## src/hw/rtl/lrucb_pkg.sv

```systemverilog
// Package for the LRU byte-budget table: sizes, codes, entry and cell control types.
// No dependencies; used by the interfaces, the cell and the top level.
package lrucb_pkg;

	localparam int NUM_ENTRIES = 64;
	localparam int KEY_W       = 64;
	localparam int LEN_W       = 32;
	localparam int TIME_W      = 48;
	localparam int HANDLE_W    = 32;
	localparam int BUDGET_W    = 38;
	localparam int CNT_W       = $clog2(NUM_ENTRIES + 1);
	localparam int SUM_W       = LEN_W + $clog2(NUM_ENTRIES);
	localparam int OUT_CNT_W   = 7;

	localparam logic [BUDGET_W-1:0] BUDGET_RESET = BUDGET_W'(134217728);

	localparam logic [1:0] CMD_INSERT = 2'd0;
	localparam logic [1:0] CMD_LOOKUP = 2'd1;
	localparam logic [1:0] CMD_REMOVE = 2'd2;

	localparam logic [1:0] RES_DONE    = 2'd0;
	localparam logic [1:0] RES_MISS    = 2'd1;
	localparam logic [1:0] RES_EXPIRED = 2'd2;

	typedef struct packed {
		logic [KEY_W-1:0]    key;
		logic [LEN_W-1:0]    len;
		logic [TIME_W-1:0]   expiry;
		logic [HANDLE_W-1:0] handle;
	} slot_t;

	typedef struct packed {
		logic  valid;
		slot_t data;
	} entry_t;

	typedef enum logic [2:0] {
		OP_HOLD   = 3'd0,
		OP_SEARCH = 3'd1,
		OP_REMOVE = 3'd2,
		OP_PUSH   = 3'd3,
		OP_FRONT  = 3'd4,
		OP_EVICT  = 3'd5
	} cell_op_t;

	typedef struct packed {
		cell_op_t         op;
		logic [KEY_W-1:0] key;
	} cell_ctl_t;

	// count / 10 by reciprocal multiply, exact for counts below 1024
	function automatic logic [CNT_W-1:0] div10(input logic [CNT_W-1:0] c);
		logic [CNT_W+7:0] p;
		p = (CNT_W+8)'(c) * (CNT_W+8)'(205);
		return CNT_W'(p >> 11);
	endfunction

endpackage

```

## src/hw/rtl/lrucb_cell.sv

```systemverilog
// One slot of the recency chain: holds an entry and moves it to or from its neighbours.
// Depends on lrucb_pkg.
module lrucb_cell import lrucb_pkg::*; (
	input  logic      clk,
	input  logic      arst_n,
	input  cell_ctl_t ctl,
	input  entry_t    prev_entry,
	input  entry_t    next_entry,
	input  logic      seen_in,
	output entry_t    entry,
	output logic      hit,
	output logic      seen_out,
	output logic      is_last
);

	logic  valid_q;
	logic  hit_q;
	slot_t data_q;

	assign entry    = '{valid: valid_q, data: data_q};
	assign hit      = hit_q;
	assign seen_out = seen_in | hit_q;
	assign is_last  = valid_q & ~next_entry.valid;

	always_ff @(posedge clk or negedge arst_n) begin
		if (!arst_n) begin
			valid_q <= 1'b0;
			hit_q   <= 1'b0;
		end else begin
			case (ctl.op)
				OP_SEARCH: hit_q <= valid_q && (data_q.key == ctl.key);
				OP_REMOVE: if (seen_out) valid_q <= next_entry.valid;
				OP_PUSH:   valid_q <= prev_entry.valid;
				OP_FRONT:  if (!seen_in) valid_q <= prev_entry.valid;
				OP_EVICT:  if (is_last) valid_q <= 1'b0;
				default: ;
			endcase
		end
	end

	always_ff @(posedge clk) begin
		case (ctl.op)
			OP_REMOVE: if (seen_out) data_q <= next_entry.data;
			OP_PUSH:   data_q <= prev_entry.data;
			OP_FRONT:  if (!seen_in) data_q <= prev_entry.data;
			default: ;
		endcase
	end

endmodule

```

## config.mk

```make
export PLATFORM = sky130hd
export DESIGN_NAME = lrucb_cell
export DESIGN_NICKNAME = d
export VERILOG_FILES = /design/src/hw/rtl/lrucb_pkg.sv /design/src/hw/rtl/lrucb_cell.sv
export SDC_FILE = /design/constraint.sdc
export NUM_CORES = 1
export LEC_CHECK = 0
export ABC_AREA = 1
export BUFFER_PORTS_ARGS = -buffer_cell sky130_fd_sc_hd__buf_2
export CORE_AREA = 2 2 236 238
export CTS_CLUSTER_SIZE = 40
export DETAILED_ROUTE_END_ITERATION = 7
export DIE_AREA = 0 0 238 240
export PLACE_DENSITY = 0.39
export SYNTH_ARGS = -nofsm -noshare
export SYNTH_HDL_FRONTEND = slang
export SYNTH_SLANG_ARGS = --single-unit
```

## constraint.sdc

```tcl
create_clock -name clk -period 11.35 [get_ports clk]
set_clock_uncertainty 0.1 [all_clocks]
set_input_delay 1.7025 -clock clk [delete_from_list [all_inputs] [get_ports clk]]
set_output_delay 1.7025 -clock clk [all_outputs]
set_load 0.005 [all_outputs]
```

==> impl_metrics.tcl, run 1 <==
set metrics [dict create \
    post-route-period-util_pct 34.7 \
    overflow 0 \
    slew_violations 0 \
    end_kind "register" \
    synth_warnings 0 \
    antenna_left 0 \
    cp-start-kind "input pin" \
    synth_top_cell_by_area "edfxtp_1" \
    tns_ns 0 \
    antenna_found_initial 3 \
    routed_wl_mm 35.9 \
    worst_slew_pin_slew_ns 0.955 \
    rows 86 \
    synth_common_cells "nand2_1, edfxtp_1, inv_1, nor2_1, buf_6" \
    nets 2069 \
    syn_to_final_growth_pct 45.5 \
    final-hold-violation-count 0 \
    synthFlopType "edfxtp_1" \
    h-tree-depth 4 \
    clock_latency_ns 0.48 \
    finish.instance_area_um2 13100 \
    syn_inst 1056 \
    vias_per_cell 3.68 \
    synth-seq-cells 178 \
    async_reset_ff_share_pct 1.12 \
    cpMostUsedCell "buf_4" \
    synth_compound_area_share_pct 0.638 \
    detail_route.wl_per_cell_um 15.2 \
    holdBufCountCts 0 \
    io_pins 604 \
    cts_inserted_buffers 17 \
    max_freq_mhz 254 \
    cts_root_buf "clkbuf_16" \
    place.gp.congestion 0.843 \
    coreArea_um2 54700 \
    cts_buffer_depth 2 \
    max_cap_violations 0 \
    setup_viol 0 \
    grt_pass1_wl_mm 51.5 \
    die_area_um2 57100 \
    cts_resized 0 \
    hold_slack_ns 0.489 \
    synth-xor-area-share_pct 1.55 \
    crit_required_ns 11.35 \
    cts_tree "built" \
    fin_cells 2364 \
    postPlaceCellArea_um2 12600 \
    drtIter0Drc 352 \
    period_needed_ns 3.93 \
    netlist_area_um2 9020 \
    synth_fp_nets 1480 \
    cp_max_fo 68 \
    vias 8697 \
    first_pass_iters 4 \
    yosysSeqAreaShare_pct 59.1 \
    worstPathArrival_ns 3.94 \
    r2r_setup_slack_ns 8.50 \
    grt_max_degree 104 \
    dp_hpwl_mm 28.5 \
    first_global_vias 8647 \
    synth_enable_flop_cells 176 \
    rsz0062_at_grt "false" \
    max_slew_margin_pct 36.3 \
    power_density_nw_per_um2 128 \
    worstPathCellList "buf_2 > inv_1 > nor2_1 > a21oi_1 > nor2_4 > buf_4 > buf_4" \
    cts_sinks 178 \
    finalPower_mw 1.67 \
    yosysUniqueCellTypes 25 \
    grtUsageTotal_pct 12.3 \
    path_clk_slew_ns 0.07 \
    post-route-drc-count 0 \
    status "complete, no violations" \
    peakVddDrop_v 0.000105 \
    worst_path_max_delay_cell "buf_4" \
    yosysTopAreaCellShare_pct 58.6 \
    fp.dieW_um 238 \
    synthAdderAreaFrac_pct 0 \
    dpl.cell_count 2330 \
    worstHoldPathType "register to register" \
    path_class "input pin to register" \
    muxShareOfSynthArea_pct 0 \
    synth_most_common_cell "nand2_1" \
    leakage_nw 6.84 \
    synth_area_leaders "edfxtp_1, nand2_1, inv_1" \
    io_buffers 603 \
    yosys.area_share.simple_pct 30.8 \
    postSynthAreaPerCell_um2 8.54 \
    slowest_delay_ns 0.76 \
    drive_gt1_share_pct 39.2 \
    postCtsSetupRepairBufs 0 \
    synth_top_family_by_area "simple AND/OR/NAND/NOR gates" \
    die_h_um 240 \
    start_util_pct 16.5 \
]
[final timing paths]
path | startpoint | endpoint | cells after the start
hold / removal | valid_q$_DFFE_PN0P_ | valid_q$_DFFE_PN0P_ | 2
max in group asynchronous | arst_n | valid_q$_DFFE_PN0P_ | 1
min in group asynchronous | arst_n | hit$_DFFE_PN0N_ | 1
hold reg to reg | valid_q$_DFFE_PN0P_ | valid_q$_DFFE_PN0P_ | 2
setup reg to reg | hit$_DFFE_PN0N_ | entry[96]$_DFFE_PP_ | 6
setup / recovery | ctl[65] | entry[96]$_DFFE_PP_ | 7
[metrics by stage]
stage,utilization [%],setup slack [ns]
floorplan,-,1.29
global placement,23.0,6.89
detailed placement,23.0,6.86
CTS,24.0,7.39
global route,24.0,7.22
finish,24.0,7.42
[where the power goes]
group          leakage (nW)  internal [mW]  switching (mW)
Clock                 0.244          0.279           0.288
Sequential             1.71          0.791          0.0231
Combinational          4.88          0.128           0.164
Total                  6.84           1.20           0.475
[logic make-up after synthesis]
kind of cell / Yosys count
buffers and inverters: 124
AND/OR/NAND/NOR: 727
flip-flops: 178
AO/OA/AOI/OAI: 11
XOR/XNOR: 16
[registers in the layout (all words and copies together) (netlist names)]
signal	flops
entry	176
hit	1
valid_q	1
[cell type report]
class	count	area, um2
fillers	6121	41500
multi-input cells	754	2990
repair buffers	610	3070
diodes	3	7.51
clock buffers	19	433
flip-flops and latches	178	5340
inverters	84	320
clock inverters	12	85.1
well taps	704	881
[per-layer routing]
metal	share of wire, %	up-vias	GRT usage [%]
met2	50	324	21.0
met1	40	3878	14.1
met4	3.0	0	6.14
met3	6.7	44	3.40
li1	-	4451	-
met5	0	-	0
[cell usage in the layout (no fill, tap or decap), types with 2 or more instances in the layout]
cell,count
o22ai_1,2
nand3_1,8
dfrtp_1,2
xor2_1,2
clkbuf_16,17
diode_2,3
or2_2,8
clkinv_1,3
nand2_1,650
buf_4,7
buf_2,603
clkinv_4,2
inv_1,82
edfxtp_1,176
clkinvlp_4,3
clkbuf_1,2
nand4_1,4
xnor2_1,14
nor2_4,2
nor2_1,53
inv_6,3
o21ai_0,7
[worst max-delay path, delay by kind of cell]
kind,cells,cell delay (ns)
AOI/OAI and AO/OA,1,0.10
buffers and inverters,4,1.44
and+or+nand+nor,2,0.59
(Power assumes the default switching activity.)
==> run 2: changes to the inputs <==
==> config.mk (replaced) <==
export PLATFORM = sky130hd
export DESIGN_NAME = lrucb_cell
export DESIGN_NICKNAME = d
export VERILOG_FILES = /design/src/hw/rtl/lrucb_pkg.sv /design/src/hw/rtl/lrucb_cell.sv
export SDC_FILE = /design/constraint.sdc
export NUM_CORES = 1
export LEC_CHECK = 0
export ABC_AREA = 0
export BUFFER_PORTS_ARGS = -buffer_cell sky130_fd_sc_hd__buf_2
export CORE_AREA = 2 2 238 240
export CTS_CLUSTER_SIZE = 40
export DETAILED_ROUTE_END_ITERATION = 7
export DIE_AREA = 0 0 240 242
export PLACE_DENSITY = 0.38
export SYNTH_ARGS = -nofsm -noshare
export SYNTH_HDL_FRONTEND = slang
export SYNTH_SLANG_ARGS = --single-unit
==> constraint.sdc (replaced) <==
create_clock -name clk -period 3.35 [get_ports clk]
set_clock_uncertainty 0.1 [all_clocks]
set_input_delay 0.5025 -clock clk [delete_from_list [all_inputs] [get_ports clk]]
set_output_delay 0.5025 -clock clk [all_outputs]
set_load 0.005 [all_outputs]
==> run 2 against run 1 <==
Effect of this change: sequential power rose to 3.5 times the previous value; register-to-register slack lost 7.3 ns; non-clock buffer count is 4 higher; clock power rose to 3.8 times the previous value; power rose to 3.5 times the previous value; worst setup slack got worse by 6.2 ns; largest power group unchanged; routed wire length down 10%; core utilization fell by 0.80 points; global-route usage is 1.5 points lower.
==> impl_metrics.tcl, run 2 <==
set metrics [dict create \
    status "complete, no violations" \
    synthFlopType "edfxtp_1" \
    rr_endpoint "entry[80]$_DFFE_PP_" \
    max_cap_violations 0 \
    critPathLaunch "hit$_DFFE_PN0N_" \
    nets 1524 \
    worstReg2RegStart "hit$_DFFE_PN0N_" \
    vias_per_cell 3.51 \
    worst_slew_pin_slew_ns 0.630 \
    max_freq_mhz 460 \
    first_pass_iters 4 \
    async_reset_ff_share_pct 1.12 \
    post-route-drc-count 0 \
    io_pins 604 \
    end_kind "register" \
    final_cell_mix "buf_2, edfxtp_1, mux2_2" \
    rows 87 \
    synthAdderAreaFrac_pct 0 \
    power_density_nw_per_um2 459 \
    start_util_pct 15.1 \
    die_h_um 242 \
    cts_inserted_buffers 17 \
    grt_pass1_wl_mm 44.4 \
    yosysSeqAreaShare_pct 63.5 \
    detail_route.wl_per_cell_um 17.3 \
    io_buffers 603 \
    muxShareOfSynthArea_pct 23.7 \
    cp_max_fo 72 \
    place.gp.congestion 0.768 \
    synth_top_family_by_area "multiplexers" \
    fillers 6071 \
    netlist_area_um2 8400 \
    path_class "register to register" \
    antenna_left 0 \
    fp.dieW_um 240 \
    finish.instance_area_um2 12900 \
    peakVddDrop_v 0.000343 \
    cts_root_buf "clkbuf_16" \
    reg2reg_depth 5 \
    yosysTopAreaCellShare_pct 62.9 \
    worstPathCellList "or2_2 > o211ai_1 > o31ai_4 > buf_12 > buf_4" \
    synth_common_cells "edfxtp_1, mux2_2, xnor2_1, xor2_1, mux2_1" \
    h-tree-depth 4 \
    setup_viol 0 \
    postPlaceCellArea_um2 12300 \
    r2r_setup_slack_ns 1.18 \
    die_area_um2 58100 \
    post-route-period-util_pct 64.9 \
    slew_violations 0 \
    period_needed_ns 2.17 \
    cts_buffer_depth 2 \
    cts_resized 0 \
    first_global_vias 7150 \
    cp-start-kind "register" \
    synth_most_common_cell "edfxtp_1" \
    max_slew_margin_pct 57.6 \
    rsz0062_at_grt "false" \
    grtUsageTotal_pct 10.8 \
    yosysUniqueCellTypes 32 \
    antenna_found_initial 7 \
    cts_sinks 178 \
    grt_max_degree 77 \
    largest_reg_flops 176 \
    coreArea_um2 55700 \
    drive_gt1_share_pct 72.1 \
    clock_latency_ns 0.48 \
    synth_compound_area_share_pct 1.79 \
    layout_commonest_cell "buf_2" \
    worstHoldPathType "input pin to register" \
    overflow 0 \
    final-hold-violation-count 0 \
    synth_warnings 0 \
    endpoint "entry[80]$_DFFE_PP_" \
    synth-seq-cells 178 \
    yosys.area_share.simple_pct 2.19 \
    slowest_delay_ns 0.45 \
    crit_required_ns 3.45 \
    utilization_pct 23.2 \
    worst_path_max_delay_cell "dfrtp_1" \
    synth_top_cell_by_area "edfxtp_1" \
    worstPathArrival_ns 2.27 \
    leakage_nw 5.44 \
    postSynthAreaPerCell_um2 17.2 \
    syn_to_final_growth_pct 54.0 \
    vias 6562 \
    synth_fp_nets 912 \
    synth_enable_flop_cells 176 \
    syn_inst 488 \
    synth-xor-area-share_pct 5.94 \
    path_clk_slew_ns 0.08 \
    synth_area_leaders "edfxtp_1, mux2_2, mux2_1" \
    worstHoldStart "prev_entry[37]" \
    routed_wl_mm 32.3 \
    dp_hpwl_mm 26.4 \
    drtIter0Drc 117 \
    cts_tree "built" \
]
-- run 2: cell count changes after synthesis, sizes merged, moves of 15 or more --
| cell | before | now |
|---|---|---|
| buf | 36 | 21 |
| mux2 | 0 | 176 |
| nand2 | 650 | 1 |
| nor2 | 55 | 4 |
| xnor2 | 14 | 29 |
| xor2 | 2 | 28 |
| inv | 84 | 8 |
-- run 2: metrics by stage --
step           TNS, ns  setup slack, ns  total power [mW]  hold slack, ns  instances
2_1_floorplan  -402.17            -2.29              3.29           0.107        488
3_3_place_gp         0            0.880              3.88           0.222       1836
3_5_place_dp         0            0.888              3.88           0.220       1836
4_1_cts              0             1.02              6.08           0.147       1869
5_1_grt              0            0.998              6.23           0.159       1870
6_report             0             1.18              5.94           0.197       1872
-- run 2: timing repair --
action,4_1_cts,5_1_grt
hold endpoints to repair,2,0
hold buffers,1,0
setup buffers,0,0
-- run 2: cell type report --
| class | instances | area [um2] | share of cell area, % |
|---|---|---|---|
| Inverter | 8 | 30.0 | 0.232 |
| Tap cell | 756 | 946 | 7.32 |
| Sequential cell | 178 | 5340 | 41.3 |
| Timing Repair Buffer | 614 | 3170 | 24.5 |
| Multi-Input combinational cell | 281 | 2850 | 22.0 |
| Antenna cell | 3 | 7.51 | 0.0581 |
| Clock inverter | 15 | 174 | 1.35 |
| Clock buffer | 17 | 425 | 3.29 |
-- run 2: power breakdown --
part / internal [mW] / leakage, nW / switching (mW)
sequential: 2.71 / 1.67 / 0.101
clock: 1.13 / 0.288 / 1.01
combinational: 0.552 / 3.48 / 0.443
-- run 2: cells by family after synthesis --
family	after synthesis
DFF	178
buffers and inverters	29
AOI/OAI and AO/OA	16
xor gates and xnor gates	57
muxes	177
and+or+nand+nor	31
-- run 2: worst max-delay path: cells and delay by family, from the launching register on --
kind	cells	cell delay, ns
DFF	1	0.45
buffers and inverters	2	0.50
AOI/OAI and AO/OA	2	0.47
and+or+nand+nor	1	0.33
-- run 2: layer usage --
layer | global-route usage [%] | share of wire [%] | routed length, um | vias up
li1 | - | - | - | 3115
met2 | 19.8 | 52 | 16900 | 376
met3 | 4.64 | 9.6 | 3100 | 38
met1 | 10.2 | 35 | 11200 | 3029
met5 | 0 | 0.11 | 34 | -
met4 | 5.10 | 3.2 | 1020 | 4
-- run 2: worst min-delay path by stage --
| stage | to | slack (ns) | cells past startpoint |
|---|---|---|---|
| 2_1_floorplan | hit$_DFFE_PN0N_ | 0.11 | 0 |
| 6_report | entry[37]$_DFFE_PP_ | 0.20 | 2 |
| 4_1_cts | entry[106]$_DFFE_PP_ | 0.15 | 2 |
| 3_3_place_gp | valid_q$_DFFE_PN0P_ | 0.22 | 1 |
| 3_5_place_dp | valid_q$_DFFE_PN0P_ | 0.22 | 1 |
| 5_1_grt | entry[106]$_DFFE_PP_ | 0.16 | 2 |
